$ cat src/hw/rtl/wifd_pkg.sv
package wifd_pkg;

  localparam int unsigned MaxFieldBytes = 10;
  localparam int unsigned SignWidth     = 2;
  localparam int unsigned WordWidth     = 4;
  localparam int unsigned Int8Width     = 10;

  localparam int unsigned CountWidth = 4;
  localparam int unsigned StoreWidth = 8 * MaxFieldBytes;

  localparam logic [CountWidth-1:0] MaxCount  = CountWidth'(MaxFieldBytes);
  localparam logic [CountWidth-1:0] OverCount = CountWidth'(MaxFieldBytes + 1);

  localparam logic [2:0] KIND_INT2 = 3'd0;
  localparam logic [2:0] KIND_INT4 = 3'd1;
  localparam logic [2:0] KIND_INT8 = 3'd2;
  localparam logic [2:0] KIND_SM10 = 3'd3;
  localparam logic [2:0] KIND_BOOL = 3'd4;

  localparam logic [1:0] STATUS_OK    = 2'd0;
  localparam logic [1:0] STATUS_PROTO = 2'd1;
  localparam logic [1:0] STATUS_RANGE = 2'd2;

  localparam logic [15:0] SIGN_POS = 16'h0001;
  localparam logic [15:0] SIGN_NEG = 16'hFFFF;

  typedef enum logic {
    ST_IDLE,
    ST_DECODE
  } ctrl_state_e;

  // Commands from the controller to the datapath
  typedef struct packed {
    logic capture;  // take the byte on the input ports
    logic close;    // the captured byte ends the value: hold its kind
    logic finish;   // decode the stored value and present the result
  } wifd_cmd_t;

endpackage

$ cat src/hw/rtl/wifd_ctrl.sv
module wifd_ctrl (
  input  logic               clk_i,
  input  logic               rst_ni,
  input  logic               start_i,
  input  logic               last_byte_i,
  output logic               busy_o,
  output wifd_pkg::wifd_cmd_t cmd_o
);

  wifd_pkg::ctrl_state_e state_q, state_d;

  always_comb begin
    state_d = state_q;
    unique case (state_q)
      wifd_pkg::ST_IDLE: begin
        if (start_i && last_byte_i) begin
          state_d = wifd_pkg::ST_DECODE;
        end
      end
      wifd_pkg::ST_DECODE: begin
        state_d = wifd_pkg::ST_IDLE;
      end
      default: begin
        state_d = wifd_pkg::ST_IDLE;
      end
    endcase
  end

  always_comb begin
    busy_o         = 1'b0;
    cmd_o.capture  = 1'b0;
    cmd_o.close    = 1'b0;
    cmd_o.finish   = 1'b0;
    unique case (state_q)
      wifd_pkg::ST_IDLE: begin
        cmd_o.capture = start_i;
        cmd_o.close   = start_i && last_byte_i;
      end
      wifd_pkg::ST_DECODE: begin
        busy_o       = 1'b1;
        cmd_o.finish = 1'b1;
      end
      default: begin
        busy_o = 1'b0;
      end
    endcase
  end

  always_ff @(posedge clk_i or negedge rst_ni) begin
    if (!rst_ni) begin
      state_q <= wifd_pkg::ST_IDLE;
    end else begin
      state_q <= state_d;
    end
  end

endmodule

$ cat src/hw/rtl/wifd_datapath.sv
module wifd_datapath (
  input  logic                clk_i,
  input  logic                rst_ni,
  input  wifd_pkg::wifd_cmd_t cmd_i,
  input  logic [7:0]          data_byte_i,
  input  logic [2:0]          column_kind_i,
  output logic signed [63:0]  value_o,
  output logic [1:0]          status_o,
  output logic                done_o
);

  // Bytes of the value in wire order, newest in the low byte
  logic [wifd_pkg::StoreWidth-1:0] store_q, store_d;
  logic [wifd_pkg::CountWidth-1:0] count_q, count_d;
  logic [2:0]                      kind_q;
  logic [63:0]                     value_q, value_d;
  logic [1:0]                      status_q, status_d;
  logic                            done_q;

  logic [15:0] sign_word;
  logic [63:0] mag;
  logic        neg;
  logic        mag_over;
  logic [7:0]  first_byte;

  always_comb begin
    store_d = store_q;
    count_d = count_q;
    if (cmd_i.finish) begin
      count_d = '0;
    end else if (cmd_i.capture) begin
      if (count_q < wifd_pkg::MaxCount) begin
        store_d = {store_q[wifd_pkg::StoreWidth-9:0], data_byte_i};
        count_d = count_q + 1'b1;
      end else begin
        // drop the byte and saturate the count
        count_d = wifd_pkg::OverCount;
      end
    end
  end

  assign sign_word  = store_q[79:64];
  // low magnitude word comes first on the wire, high word last
  assign mag        = {store_q[31:0], store_q[63:32]};
  assign neg        = (sign_word == wifd_pkg::SIGN_NEG);
  // beyond 2^63 - 1, except exactly 2^63 for a negative value
  assign mag_over   = mag[63] && (!neg || (mag[62:0] != '0));
  assign first_byte = store_q[7:0];

  always_comb begin
    value_d  = '0;
    status_d = wifd_pkg::STATUS_PROTO;
    unique case (kind_q)
      wifd_pkg::KIND_INT2: begin
        if (count_q == wifd_pkg::CountWidth'(2)) begin
          value_d  = {{48{store_q[15]}}, store_q[15:0]};
          status_d = wifd_pkg::STATUS_OK;
        end
      end
      wifd_pkg::KIND_INT4: begin
        if (count_q == wifd_pkg::CountWidth'(4)) begin
          value_d  = {{32{store_q[31]}}, store_q[31:0]};
          status_d = wifd_pkg::STATUS_OK;
        end
      end
      wifd_pkg::KIND_INT8: begin
        if (count_q == wifd_pkg::CountWidth'(8)) begin
          value_d  = store_q[63:0];
          status_d = wifd_pkg::STATUS_OK;
        end
      end
      wifd_pkg::KIND_SM10: begin
        if (count_q == wifd_pkg::CountWidth'(wifd_pkg::Int8Width) &&
            (sign_word == wifd_pkg::SIGN_POS || neg)) begin
          if (mag_over) begin
            status_d = wifd_pkg::STATUS_RANGE;
          end else begin
            value_d  = neg ? (64'd0 - mag) : mag;
            status_d = wifd_pkg::STATUS_OK;
          end
        end
      end
      wifd_pkg::KIND_BOOL: begin
        if (count_q == wifd_pkg::CountWidth'(1)) begin
          case (first_byte) inside
            8'h00, "0", "f", "F", "n", "N": begin
              value_d  = 64'd0;
              status_d = wifd_pkg::STATUS_OK;
            end
            8'h01, 8'hFF, "1", "t", "T", "y", "Y": begin
              value_d  = 64'd1;
              status_d = wifd_pkg::STATUS_OK;
            end
            default: begin
              status_d = wifd_pkg::STATUS_PROTO;
            end
          endcase
        end
      end
      default: begin
        status_d = wifd_pkg::STATUS_PROTO;
      end
    endcase
  end

  always_ff @(posedge clk_i) begin
    store_q <= store_d;
    if (cmd_i.close) begin
      kind_q <= column_kind_i;
    end
    if (cmd_i.finish) begin
      value_q  <= value_d;
      status_q <= status_d;
    end
  end

  always_ff @(posedge clk_i or negedge rst_ni) begin
    if (!rst_ni) begin
      count_q <= '0;
      done_q  <= 1'b0;
    end else begin
      count_q <= count_d;
      done_q  <= cmd_i.finish;
    end
  end

  assign value_o  = value_q;
  assign status_o = status_q;
  assign done_o   = done_q;

endmodule

$ cat src/hw/rtl/wire_integer_field_decoder_core.sv
// Bytes that do not end a value are taken one per cycle, busy_o stays low.
// The marked last byte holds busy_o high for one decode cycle; the result
// appears with done_o in the cycle after that.
// No byte is taken in the decode cycle, which sets the gap between values.
// Reset clears the byte count and the controller; done_o is low after reset.
module wire_integer_field_decoder_core (
  input  logic               clk_i,
  input  logic               rst_ni,
  input  logic               start_i,
  output logic               busy_o,
  input  logic [7:0]         data_byte_i,
  input  logic [2:0]         column_kind_i,
  input  logic               last_byte_i,
  output logic               done_o,
  output logic signed [63:0] value_o,
  output logic [1:0]         status_o
);

  wifd_pkg::wifd_cmd_t cmd;

  wifd_ctrl u_ctrl (
    .clk_i       (clk_i),
    .rst_ni      (rst_ni),
    .start_i     (start_i),
    .last_byte_i (last_byte_i),
    .busy_o      (busy_o),
    .cmd_o       (cmd)
  );

  wifd_datapath u_datapath (
    .clk_i         (clk_i),
    .rst_ni        (rst_ni),
    .cmd_i         (cmd),
    .data_byte_i   (data_byte_i),
    .column_kind_i (column_kind_i),
    .value_o       (value_o),
    .status_o      (status_o),
    .done_o        (done_o)
  );

endmodule
$ cat config.mk
export PLATFORM = sky130hd
export DESIGN_NAME = wire_integer_field_decoder_core
export DESIGN_NICKNAME = d
export VERILOG_FILES = /design/src/hw/rtl/wifd_pkg.sv /design/src/hw/rtl/wifd_ctrl.sv /design/src/hw/rtl/wifd_datapath.sv /design/src/hw/rtl/wire_integer_field_decoder_core.sv
export SDC_FILE = /design/constraint.sdc
export NUM_CORES = 1
export LEC_CHECK = 0
export BUFFER_PORTS_ARGS = -buffer_cell sky130_fd_sc_hd__buf_2
export CAP_MARGIN = 40
export CORE_MARGIN = 2
export CORE_UTILIZATION = 65
export CTS_BUF_LIST = sky130_fd_sc_hd__clkbuf_4
export CTS_CLUSTER_SIZE = 24
export DETAILED_ROUTE_END_ITERATION = 8
export PLACE_DENSITY = 0.89
export SYNTH_ARGS = -nofsm -noshare
export SYNTH_HDL_FRONTEND = slang
export SYNTH_SLANG_ARGS = --single-unit
$ cat constraint.sdc
create_clock -name clk_i -period 11.9 [get_ports clk_i]
set_clock_uncertainty 0.15 [all_clocks]
set_input_delay 1.19 -clock clk_i [delete_from_list [all_inputs] [get_ports clk_i]]
set_output_delay 1.19 -clock clk_i [all_outputs]
set_load 0.1 [all_outputs]
==> results of run 1 <==
cell usage in the layout, fill, tap and decap left out, types with 3 or more instances in the layout:
cell,n
nand2_1,26
and3_1,3
dfrtp_1,5
edfxtp_1,149
inv_1,9
nor4_1,13
or2_2,4
nand3_1,6
a21oi_1,59
clkbuf_4,17
buf_4,6
xnor2_1,39
o41ai_1,5
xor2_1,24
nand4_1,13
o21ai_2,14
nor2_1,35
or3_1,3
o21ai_1,46
or4_4,4
nor3_1,15
and4_1,3
ha_1,5
clkinvlp_4,6
a31o_2,3
o31ai_1,12
a221o_1,3
o21ai_0,13
a31oi_1,20
clkinv_4,3
nand3b_1,3
buf_2,82
or4_1,6
cell families after synthesis:
family | Yosys count | share of synthesized area
AO/OA/AOI/OAI | 186 | 0.151
flip-flops | 155 | 0.615
buffers and inverters | 42 | 0.0353
AND/OR/NAND/NOR | 155 | 0.115
multiplexers | 1 | 0.00133
XOR/XNOR | 63 | 0.0734
adder cells (fa/ha/maj) | 5 | 0.00832
sequential cells by signal, indices dropped and copies added, names as in the netlist:
signal,cells
u_datapath.store_q,80
u_datapath.value_o,64
u_datapath.count_q,4
u_datapath.kind_q,3
u_datapath.status_o,2
u_ctrl.state_q,1
u_datapath.done_o,1
through the flow:
| step | hold WS (ns) | area, um^2 |
|---|---|---|
| after floorplan | 0.274 | 7520 |
| after global placement | 0.255 | 7930 |
| after detailed placement | 0.269 | 7960 |
| after CTS | 0.258 | 8220 |
| after global routing | 0.253 | 8220 |
| final | 0.287 | 8220 |
power by group:
part | internal (mW) | switching, mW | total (mW) | leakage, nW
registers | 0.653 | 0.0632 | 0.716 | 1.51
logic | 0.0440 | 0.129 | 0.173 | 1.11
clock network | 0.102 | 0.191 | 0.293 | 0.121
worst register-to-register path, stage by stage (launching register included):
cell      delay, ns
edfxtp_1       0.57
inv_1          0.11
ha_1           0.24
or4b_1         0.48
nor3_1         0.42
nand2_2        0.25
o31ai_4        0.35
nand2_4        0.44
o221ai_1       0.45
area by class of cell:
| cell class | count | area [um^2] |
|---|---|---|
| Sequential cell | 155 | 4630 |
| Fill cell | 773 | 3150 |
| Multi-Input combinational cell | 410 | 2640 |
| Timing Repair Buffer | 89 | 483 |
| Tap cell | 143 | 179 |
| Clock buffer | 17 | 128 |
| Clock inverter | 15 | 128 |
| Inverter | 9 | 33.8 |
per-layer routing:
metal / part of all wire / track usage / vias up
met5: 0 / 0 / -
met4: 0.042 / 0.132 / 0
met3: 0.12 / 0.0615 / 87
met2: 0.49 / 0.489 / 467
met1: 0.35 / 0.418 / 2758
li1: - / - / 2498
path summary, 6_finish.rpt:
check	endpoint
setup reg to reg	u_datapath.value_o[0]
hold / removal	u_datapath.count_q[1]
min in group clk_i	u_datapath.done_o
setup / recovery	u_datapath.value_o[0]
hold reg to reg	u_datapath.done_o
max in group asynchronous	u_ctrl.state_q
cells in the mapped netlist (12+ instances only):
cell and number:
nor3_1 16, o21ai_0 13, clkbuf_1 13, a21oi_1 59, xor2_1 24, edfxtp_1 149
nor2_1 35, nand4_1 13, o21ai_2 14, a31oi_1 20, xnor2_1 39, o31ai_1 12
nand2_1 26, o21ai_1 46, nor4_1 14
==> results.sh, run 1 <==
export IMPL_num_rows=39
export IMPL_wirelength_um=18900
export IMPL_async_reset_ff_frac=0.0387
export IMPL_clock_sinks=155
export IMPL_critPathBufInv=1
export IMPL_arrival_ns=3.84
export IMPL_clk_latency_ns=0.55
export IMPL_area_growth_pct=9.30
export IMPL_finish_net_count=702
export IMPL_gr_usage_all_layers=0.307
export IMPL_avgSynthCellArea_um2=12.4
export IMPL_critPathLaunch="u_datapath.store_q[33]"
export IMPL_dr_pass1_iters=5
export IMPL_postCtsSetupBuffers=0
export IMPL_hold_class="input port to async pin"
export IMPL_tightestPinTransition_ns=0.878
export IMPL_drive_gt1_frac=0.224
export IMPL_crit_type="flop to flop"
export IMPL_cts_tree="built"
export IMPL_hold_viol_final=0
export IMPL_vias=5810
export IMPL_ys_seq_elements=155
export IMPL_synth_top_area_cell="edfxtp_1"
export IMPL_gp_congestion=1.03
export IMPL_place_hpwl_um=12700
export IMPL_synth_top_area_share=0.595
export IMPL_fp_dieW_um=112
export IMPL_core_area_um2=11400
export IMPL_outcome="completed"
export IMPL_root_buffer="clkbuf_4"
export IMPL_fin_util=0.723
export IMPL_die_y_um=112
export IMPL_crit_path_end_kind="flop"
export IMPL_cap_violations=0
export IMPL_cts_max_level=4
export IMPL_final_cells=838
export IMPL_grt_overflow_total=0
export IMPL_worst_path_largest_cell_delay_ns=0.57
export IMPL_antenna_found_initial=0
export IMPL_vdd_ir_drop_max_mv=0.0907
export IMPL_die_area_um2=12400
export IMPL_synthTopCellsByArea="edfxtp_1 (60%), xnor2_1 (4.5%), a21oi_1 (3.9%), o21ai_1 (3.1%), xor2_1 (2.8%)"
export IMPL_drtIter0Drc=892
export IMPL_required_ns=12.12
export IMPL_reg2reg_depth=8
export IMPL_cp_cell_sequence="inv_1, ha_1, or4b_1, nor3_1, nand2_2, o31ai_4, nand2_4, o221ai_1"
export IMPL_cp_top_family="simple AND/OR/NAND/NOR gates"
export IMPL_cp_slowest_cell="edfxtp_1"
export IMPL_r2r_start="u_datapath.store_q[33]"
export IMPL_numCtsBuffers=17
export IMPL_start_kind="flop"
export IMPL_crit_cells=8
export IMPL_relSlewSlack=0.415
export IMPL_diodes=0
export IMPL_finalPower_mw=1.18
export IMPL_cts_buffer_depth=2
export IMPL_cts_resized=0
export IMPL_wl_per_cell_um=22.5
export IMPL_grt_pass1_vias=5438
export IMPL_grt_max_degree=71
export IMPL_initial_core_util=0.661
export IMPL_synthesis_nets=627
export IMPL_slew_viol_final=0
export IMPL_drc=0
export IMPL_finalWorstSetupSlack_ns=8.28
export IMPL_synth_edf_count=149
export IMPL_io_pins=83
export IMPL_max_freq_mhz=276
export IMPL_reg2reg_slack_ns=8.28
export IMPL_tns_ns=0
export IMPL_io_buffers=82
export IMPL_dominantRegCellSynth="edfxtp_1"
export IMPL_synth_warnings=0
export IMPL_p_leak_nw=2.75
export IMPL_pre_cts_slack_ns=8.38
export IMPL_seq_area_frac_synth=0.615
export IMPL_yosys_cell_types_count=58
export IMPL_ant_nets=0
export IMPL_via_per_inst=6.93
export IMPL_worstPathMaxFanout=61
export IMPL_rsz0062_at_grt="no"
export IMPL_netlist_instances=607
export IMPL_dpl_cell_count=806
export IMPL_layout_min_cycle_time_ns=3.62
export IMPL_syn_cell_area_um2=7520
export IMPL_min_period_over_period=0.304
export IMPL_postCtsHoldBufs=0
export IMPL_cellPowerDensity_nw_per_um2=144
export IMPL_grt_pass1_wl_um=29400
export IMPL_setup_viol=0
export IMPL_clk_pin_slew_ns=0.13
(Power assumes the default switching activity.)
==> run 2: changes to the inputs <==
--- a/config.mk
+++ b/config.mk
@@ -8,11 +8,11 @@
 export BUFFER_PORTS_ARGS = -buffer_cell sky130_fd_sc_hd__buf_2
 export CAP_MARGIN = 40
 export CORE_MARGIN = 2
-export CORE_UTILIZATION = 65
+export CORE_UTILIZATION = 61
 export CTS_BUF_LIST = sky130_fd_sc_hd__clkbuf_4
 export CTS_CLUSTER_SIZE = 24
 export DETAILED_ROUTE_END_ITERATION = 8
-export PLACE_DENSITY = 0.89
+export PLACE_DENSITY = 0.85
 export SYNTH_ARGS = -nofsm -noshare
 export SYNTH_HDL_FRONTEND = slang
 export SYNTH_SLANG_ARGS = --single-unit
==> constraint.sdc (replaced) <==
create_clock -name clk_i -period 3.45 [get_ports clk_i]
set_clock_uncertainty 0.15 [all_clocks]
set_input_delay 0.345 -clock clk_i [delete_from_list [all_inputs] [get_ports clk_i]]
set_output_delay 0.345 -clock clk_i [all_outputs]
set_load 0.1 [all_outputs]
==> run 2 against run 1 <==
Routed wire length increased by 1.2%. Clock-buffer cell count increased by 2. Worst setup slack got worse by 8.1 ns. First-iteration DRC count decreased by 15%. Flip-flop and latch count unchanged. Die area increased by 6.3%. Global-route usage decreased by 0.15 points. Register-to-register slack got worse by 8.1 ns. Hold slack improved by 0.030 ns. Critical path type unchanged. Critical endpoint is now u_datapath.value_o[52].
==> results.sh, run 2 (same netlist as run 1, synthesis figures left out) <==
export IMPL_fp_dieW_um=115
export IMPL_drive_gt1_frac=0.249
export IMPL_initial_core_util=0.626
export IMPL_worstPathMaxFanout=35
export IMPL_relSlewSlack=0.467
export IMPL_start_kind="flop"
export IMPL_wirelength_um=19100
export IMPL_diodes=0
export IMPL_io_pins=83
export IMPL_cp_common_cell="or4_4"
export IMPL_vdd_ir_drop_max_mv=0.334
export IMPL_layout_commonest_cell="edfxtp_1"
export IMPL_reg2reg_depth=7
export IMPL_hold_viol_final=0
export IMPL_finish_net_count=743
export IMPL_arrival_ns=3.60
export IMPL_ant_nets=0
export IMPL_tns_ns=0
export IMPL_cp_cell_sequence="or4_4, or4_4, or3_4, o31ai_4, nand2_4, buf_4, o21ai_1"
export IMPL_die_y_um=115
export IMPL_gp_congestion=0.966
export IMPL_tightestPinTransition_ns=0.800
export IMPL_cp_slowest_cell="or4_4"
export IMPL_layout_min_cycle_time_ns=3.32
export IMPL_cap_violations=0
export IMPL_finalPower_mw=4.24
export IMPL_root_buffer="clkbuf_4"
export IMPL_hold_class="input port to flop"
export IMPL_cts_max_level=4
export IMPL_required_ns=3.74
export IMPL_rsz0062_at_grt="no"
export IMPL_drc=0
export IMPL_grt_max_degree=81
export IMPL_core_area_um2=12000
export IMPL_nFillCells=840
export IMPL_area_growth_pct=14.6
export IMPL_dr_pass1_iters=5
export IMPL_layout_common_cells="edfxtp_1 (149), buf_2 (82), a21oi_1 (59)"
export IMPL_cellPowerDensity_nw_per_um2=492
export IMPL_via_per_inst=6.48
export IMPL_cts_tree="built"
export IMPL_postCtsSetupBuffers=0
export IMPL_grt_overflow_total=0
export IMPL_top_register="u_datapath.store_q"
export IMPL_num_rows=40
export IMPL_slew_viol_final=0
export IMPL_wl_per_cell_um=21.7
export IMPL_clock_sinks=155
export IMPL_antenna_found_initial=0
export IMPL_max_freq_mhz=302
export IMPL_vias=5725
export IMPL_place_hpwl_um=13100
export IMPL_numCtsBuffers=17
export IMPL_crit_type="flop to flop"
export IMPL_cts_buffer_depth=2
export IMPL_clk_latency_ns=0.58
export IMPL_outcome="completed"
export IMPL_worst_path_largest_cell_delay_ns=0.62
export IMPL_grt_pass1_vias=5480
export IMPL_largest_reg_flops=80
export IMPL_die_area_um2=13200
export IMPL_p_leak_nw=2.97
export IMPL_drtIter0Drc=757
export IMPL_clk_pin_slew_ns=0.13
export IMPL_min_period_over_period=0.961
export IMPL_worstHoldPathCells=2
export IMPL_setup_viol=0
export IMPL_crit_path_end_kind="flop"
export IMPL_io_buffers=82
export IMPL_fin_util=0.717
export IMPL_gr_usage_all_layers=0.305
export IMPL_grt_pass1_wl_um=29900
==> run 2: final cells by class <==
cell class	instances	area, um^2	share of cell area
Timing Repair Buffer	130	833	0.0967
Inverter	9	33.8	0.00392
Sequential cell	155	4630	0.537
Tap cell	147	184	0.0213
Clock buffer	19	143	0.0166
Multi-Input combinational cell	410	2650	0.307
Clock inverter	13	151	0.0176
==> run 2: routing by layer <==
layer	GRT usage	wire [um]	share of wire
met1	0.414	7490	0.39
met2	0.490	9300	0.49
met3	0.0580	1720	0.090
met4	0.124	605	0.032
met5	0	0	0
==> run 2: path summary, 6_finish.rpt <==
| kind | startpoint | to | slack (ns) |
|---|---|---|---|
| worst max-delay path | u_datapath.store_q[63] | u_datapath.value_o[52] | 0.13 |
| worst min-delay path | column_kind_i[0] | u_datapath.kind_q[0] | 0.32 |
| worst max register to register | u_datapath.store_q[63] | u_datapath.value_o[52] | 0.13 |
| worst min register to register | u_datapath.store_q[67] | u_datapath.store_q[75] | 0.35 |
| max in group asynchronous | rst_ni | u_ctrl.state_q | 2.37 |
| min in group asynchronous | rst_ni | u_datapath.done_o | 0.55 |
==> run 2: critical path, delay by kind of cell, from the launching register on <==
kind,cells,cell delay [ns]
AOI/OAI and AO/OA,2,0.49
buffers and inverters,1,0.24
DFF,1,0.59
and+or+nand+nor,4,1.67
==> run 2: power by group <==
group          switching (mW)  total (mW)  internal (mW)
sequential              0.203        2.45           2.25
clock                   0.630        1.14          0.510
combinational           0.466       0.642          0.176
total                    1.30        4.24           2.94
==> run 2: through the flow <==
step	hold slack [ns]	instances	instance area [um^2]	setup WS, ns
floorplan	-0.101	607	7520	0.552
global placement	0.0203	836	8160	0.212
detailed placement	0.0247	836	8160	0.166
CTS	0.300	883	8610	0.138
global route	0.288	883	8620	0.0327
finish	0.317	883	8620	0.134
==> run 2: what timing repair did <==
item / CTS / global route
hold endpoints to repair: 21 / 0
endpoints found under the setup margin: 0 / 1
hold buffers: 15 / 0
gates resized for setup: 0 / 1
==> run 3: changes to the inputs <==
--- a/config.mk
+++ b/config.mk
@@ -8,11 +8,11 @@
 export BUFFER_PORTS_ARGS = -buffer_cell sky130_fd_sc_hd__buf_2
 export CAP_MARGIN = 40
 export CORE_MARGIN = 2
-export CORE_UTILIZATION = 61
+export CORE_UTILIZATION = 55
 export CTS_BUF_LIST = sky130_fd_sc_hd__clkbuf_4
 export CTS_CLUSTER_SIZE = 24
 export DETAILED_ROUTE_END_ITERATION = 8
-export PLACE_DENSITY = 0.85
+export PLACE_DENSITY = 0.78
 export SYNTH_ARGS = -nofsm -noshare
 export SYNTH_HDL_FRONTEND = slang
 export SYNTH_SLANG_ARGS = --single-unit
==> run 3 against run 2 <==
Worst setup slack worse by 0.0083 ns. Final area up 0.87%. Via count up 0.51%. Sequential share of layout area down 0.46 points. Combinational power up 2%. Sequential power about the same. Core utilization down 6.4 points. Die area up 11%. Largest cell class unchanged.
==> results.sh, run 3 (same netlist as run 1, synthesis figures left out) <==
export IMPL_outcome="completed"
export IMPL_io_pins=83
export IMPL_diodes=0
export IMPL_drive_gt1_frac=0.250
export IMPL_wirelength_um=19600
export IMPL_cellPowerDensity_nw_per_um2=496
export IMPL_cp_common_cell="buf_4"
export IMPL_die_y_um=121
export IMPL_worstHoldPathCells=2
export IMPL_clk_latency_ns=0.58
export IMPL_min_period_over_period=0.964
export IMPL_grt_pass1_vias=5462
export IMPL_layout_min_cycle_time_ns=3.32
export IMPL_top_usage_layer="met2"
export IMPL_nFillCells=1033
export IMPL_met2_usage=0.442
export IMPL_drc=0
export IMPL_cts_max_level=4
export IMPL_hold_class="input port to flop"
export IMPL_p_leak_nw=3.00
export IMPL_initial_core_util=0.566
export IMPL_cp_slowest_cell="or4_1"
export IMPL_clock_sinks=155
export IMPL_postCtsSetupBuffers=0
export IMPL_place_hpwl_um=13400
export IMPL_hold_viol_final=0
export IMPL_worst_path_largest_cell_delay_ns=0.66
export IMPL_die_area_um2=14600
export IMPL_core_area_um2=13300
export IMPL_crit_path_end_kind="flop"
export IMPL_top_register="u_datapath.store_q"
export IMPL_rsz0062_at_grt="no"
export IMPL_vdd_ir_drop_max_mv=0.305
export IMPL_worstPathMaxFanout=6
export IMPL_relSlewSlack=0.556
export IMPL_grt_overflow_total=0
export IMPL_met3_usage=0.0616
export IMPL_io_buffers=82
export IMPL_root_buffer="clkbuf_4"
export IMPL_gr_usage_all_layers=0.278
export IMPL_use_met1=0.377
export IMPL_crit_cells=8
export IMPL_start_kind="flop"
export IMPL_ant_nets=0
export IMPL_slew_viol_final=0
export IMPL_grt_max_degree=81
export IMPL_critPathBufInv=2
export IMPL_layout_commonest_cell="edfxtp_1"
export IMPL_layout_common_cells="edfxtp_1 (149), buf_2 (82), a21oi_1 (59)"
export IMPL_vias=5754
export IMPL_dr_pass1_iters=5
export IMPL_finish_net_count=746
export IMPL_max_freq_mhz=301
export IMPL_antenna_found_initial=0
export IMPL_reg2reg_depth=8
export IMPL_cp_cell_sequence="or4_1, nor4_1, buf_4, nand4_1, o41ai_1, buf_4, xor2_1, o21ai_1"
export IMPL_via_per_inst=6.29
export IMPL_tns_ns=0
export IMPL_grt_pass1_wl_um=30300
export IMPL_setup_viol=0
export IMPL_arrival_ns=3.50
export IMPL_wl_per_cell_um=21.4
export IMPL_area_growth_pct=15.6
export IMPL_cts_buffer_depth=2
export IMPL_required_ns=3.63
export IMPL_fp_dieW_um=121
export IMPL_clk_pin_slew_ns=0.12
export IMPL_cp_top_family="simple AND/OR/NAND/NOR gates"
export IMPL_gp_congestion=0.923
export IMPL_crit_type="flop to flop"
export IMPL_tightestPinTransition_ns=0.666
export IMPL_cap_violations=0
export IMPL_drtIter0Drc=780
export IMPL_numCtsBuffers=17
export IMPL_cts_tree="built"
export IMPL_num_rows=42
export IMPL_largest_reg_flops=80
export IMPL_fin_util=0.654
[run 3: changes by cell type in the layout (fill, tap and decap cells not counted), sizes merged]
cell	before	now
clkinv	8	6
buf	115	118
bufinv	3	4
clkinvlp	2	3
[run 3: per-layer routing]
metal,part of all wire,up-vias
met5,0,-
met4,0.032,0
met3,0.096,64
met2,0.48,386
met1,0.40,2719
li1,-,2585
[run 3: final timing paths]
| path | from | to | slack [ns] |
|---|---|---|---|
| worst min-delay path | data_byte_i[2] | u_datapath.store_q[2] | 0.33 |
| worst max register to register | u_datapath.store_q[57] | u_datapath.value_o[55] | 0.13 |
| min in group asynchronous | rst_ni | u_datapath.count_q[2] | 0.56 |
| max in group asynchronous | rst_ni | u_ctrl.state_q | 2.34 |
| worst min register to register | u_datapath.store_q[68] | u_datapath.store_q[76] | 0.34 |
| worst max-delay path | u_datapath.store_q[57] | u_datapath.value_o[55] | 0.13 |
[run 3: timing repair]
item                                   4_1_cts  5_1_grt
setup endpoints to repair                    0        0
hold buffers                                15        0
gates resized for setup                      0        0
endpoints found under the hold margin       22        0
[run 3: area by class of cell]
cell class              count  area [um^2]  share of cell area
clock buffers              19          143              0.0164
clock inverters            13          175              0.0202
inverters                   9         33.8             0.00389
multi-input cells         410         2640               0.303
flip-flops and latches    155         4630               0.532
well taps                 176          220              0.0253
repair buffers            133          856              0.0985
[run 3: power by group]
group / internal, mW / switching [mW] / leakage (nW) / total, mW
clock: 0.583 / 0.629 / 0.166 / 1.21
combinational: 0.177 / 0.477 / 1.32 / 0.654
sequential: 2.25 / 0.197 / 1.51 / 2.45
[run 3: metrics by stage]
step	instances	cell area [um^2]	setup WS [ns]	total power, mW	hold WS, ns
2_1_floorplan	607	7520	0.552	2.91	-0.101
3_3_place_gp	868	8220	0.299	3.09	0.0210
3_5_place_dp	868	8220	0.241	3.11	0.0254
4_1_cts	915	8690	0.193	4.32	0.287
5_1_grt	915	8690	0.00803	4.46	0.308
6_report	915	8690	0.125	4.31	0.327
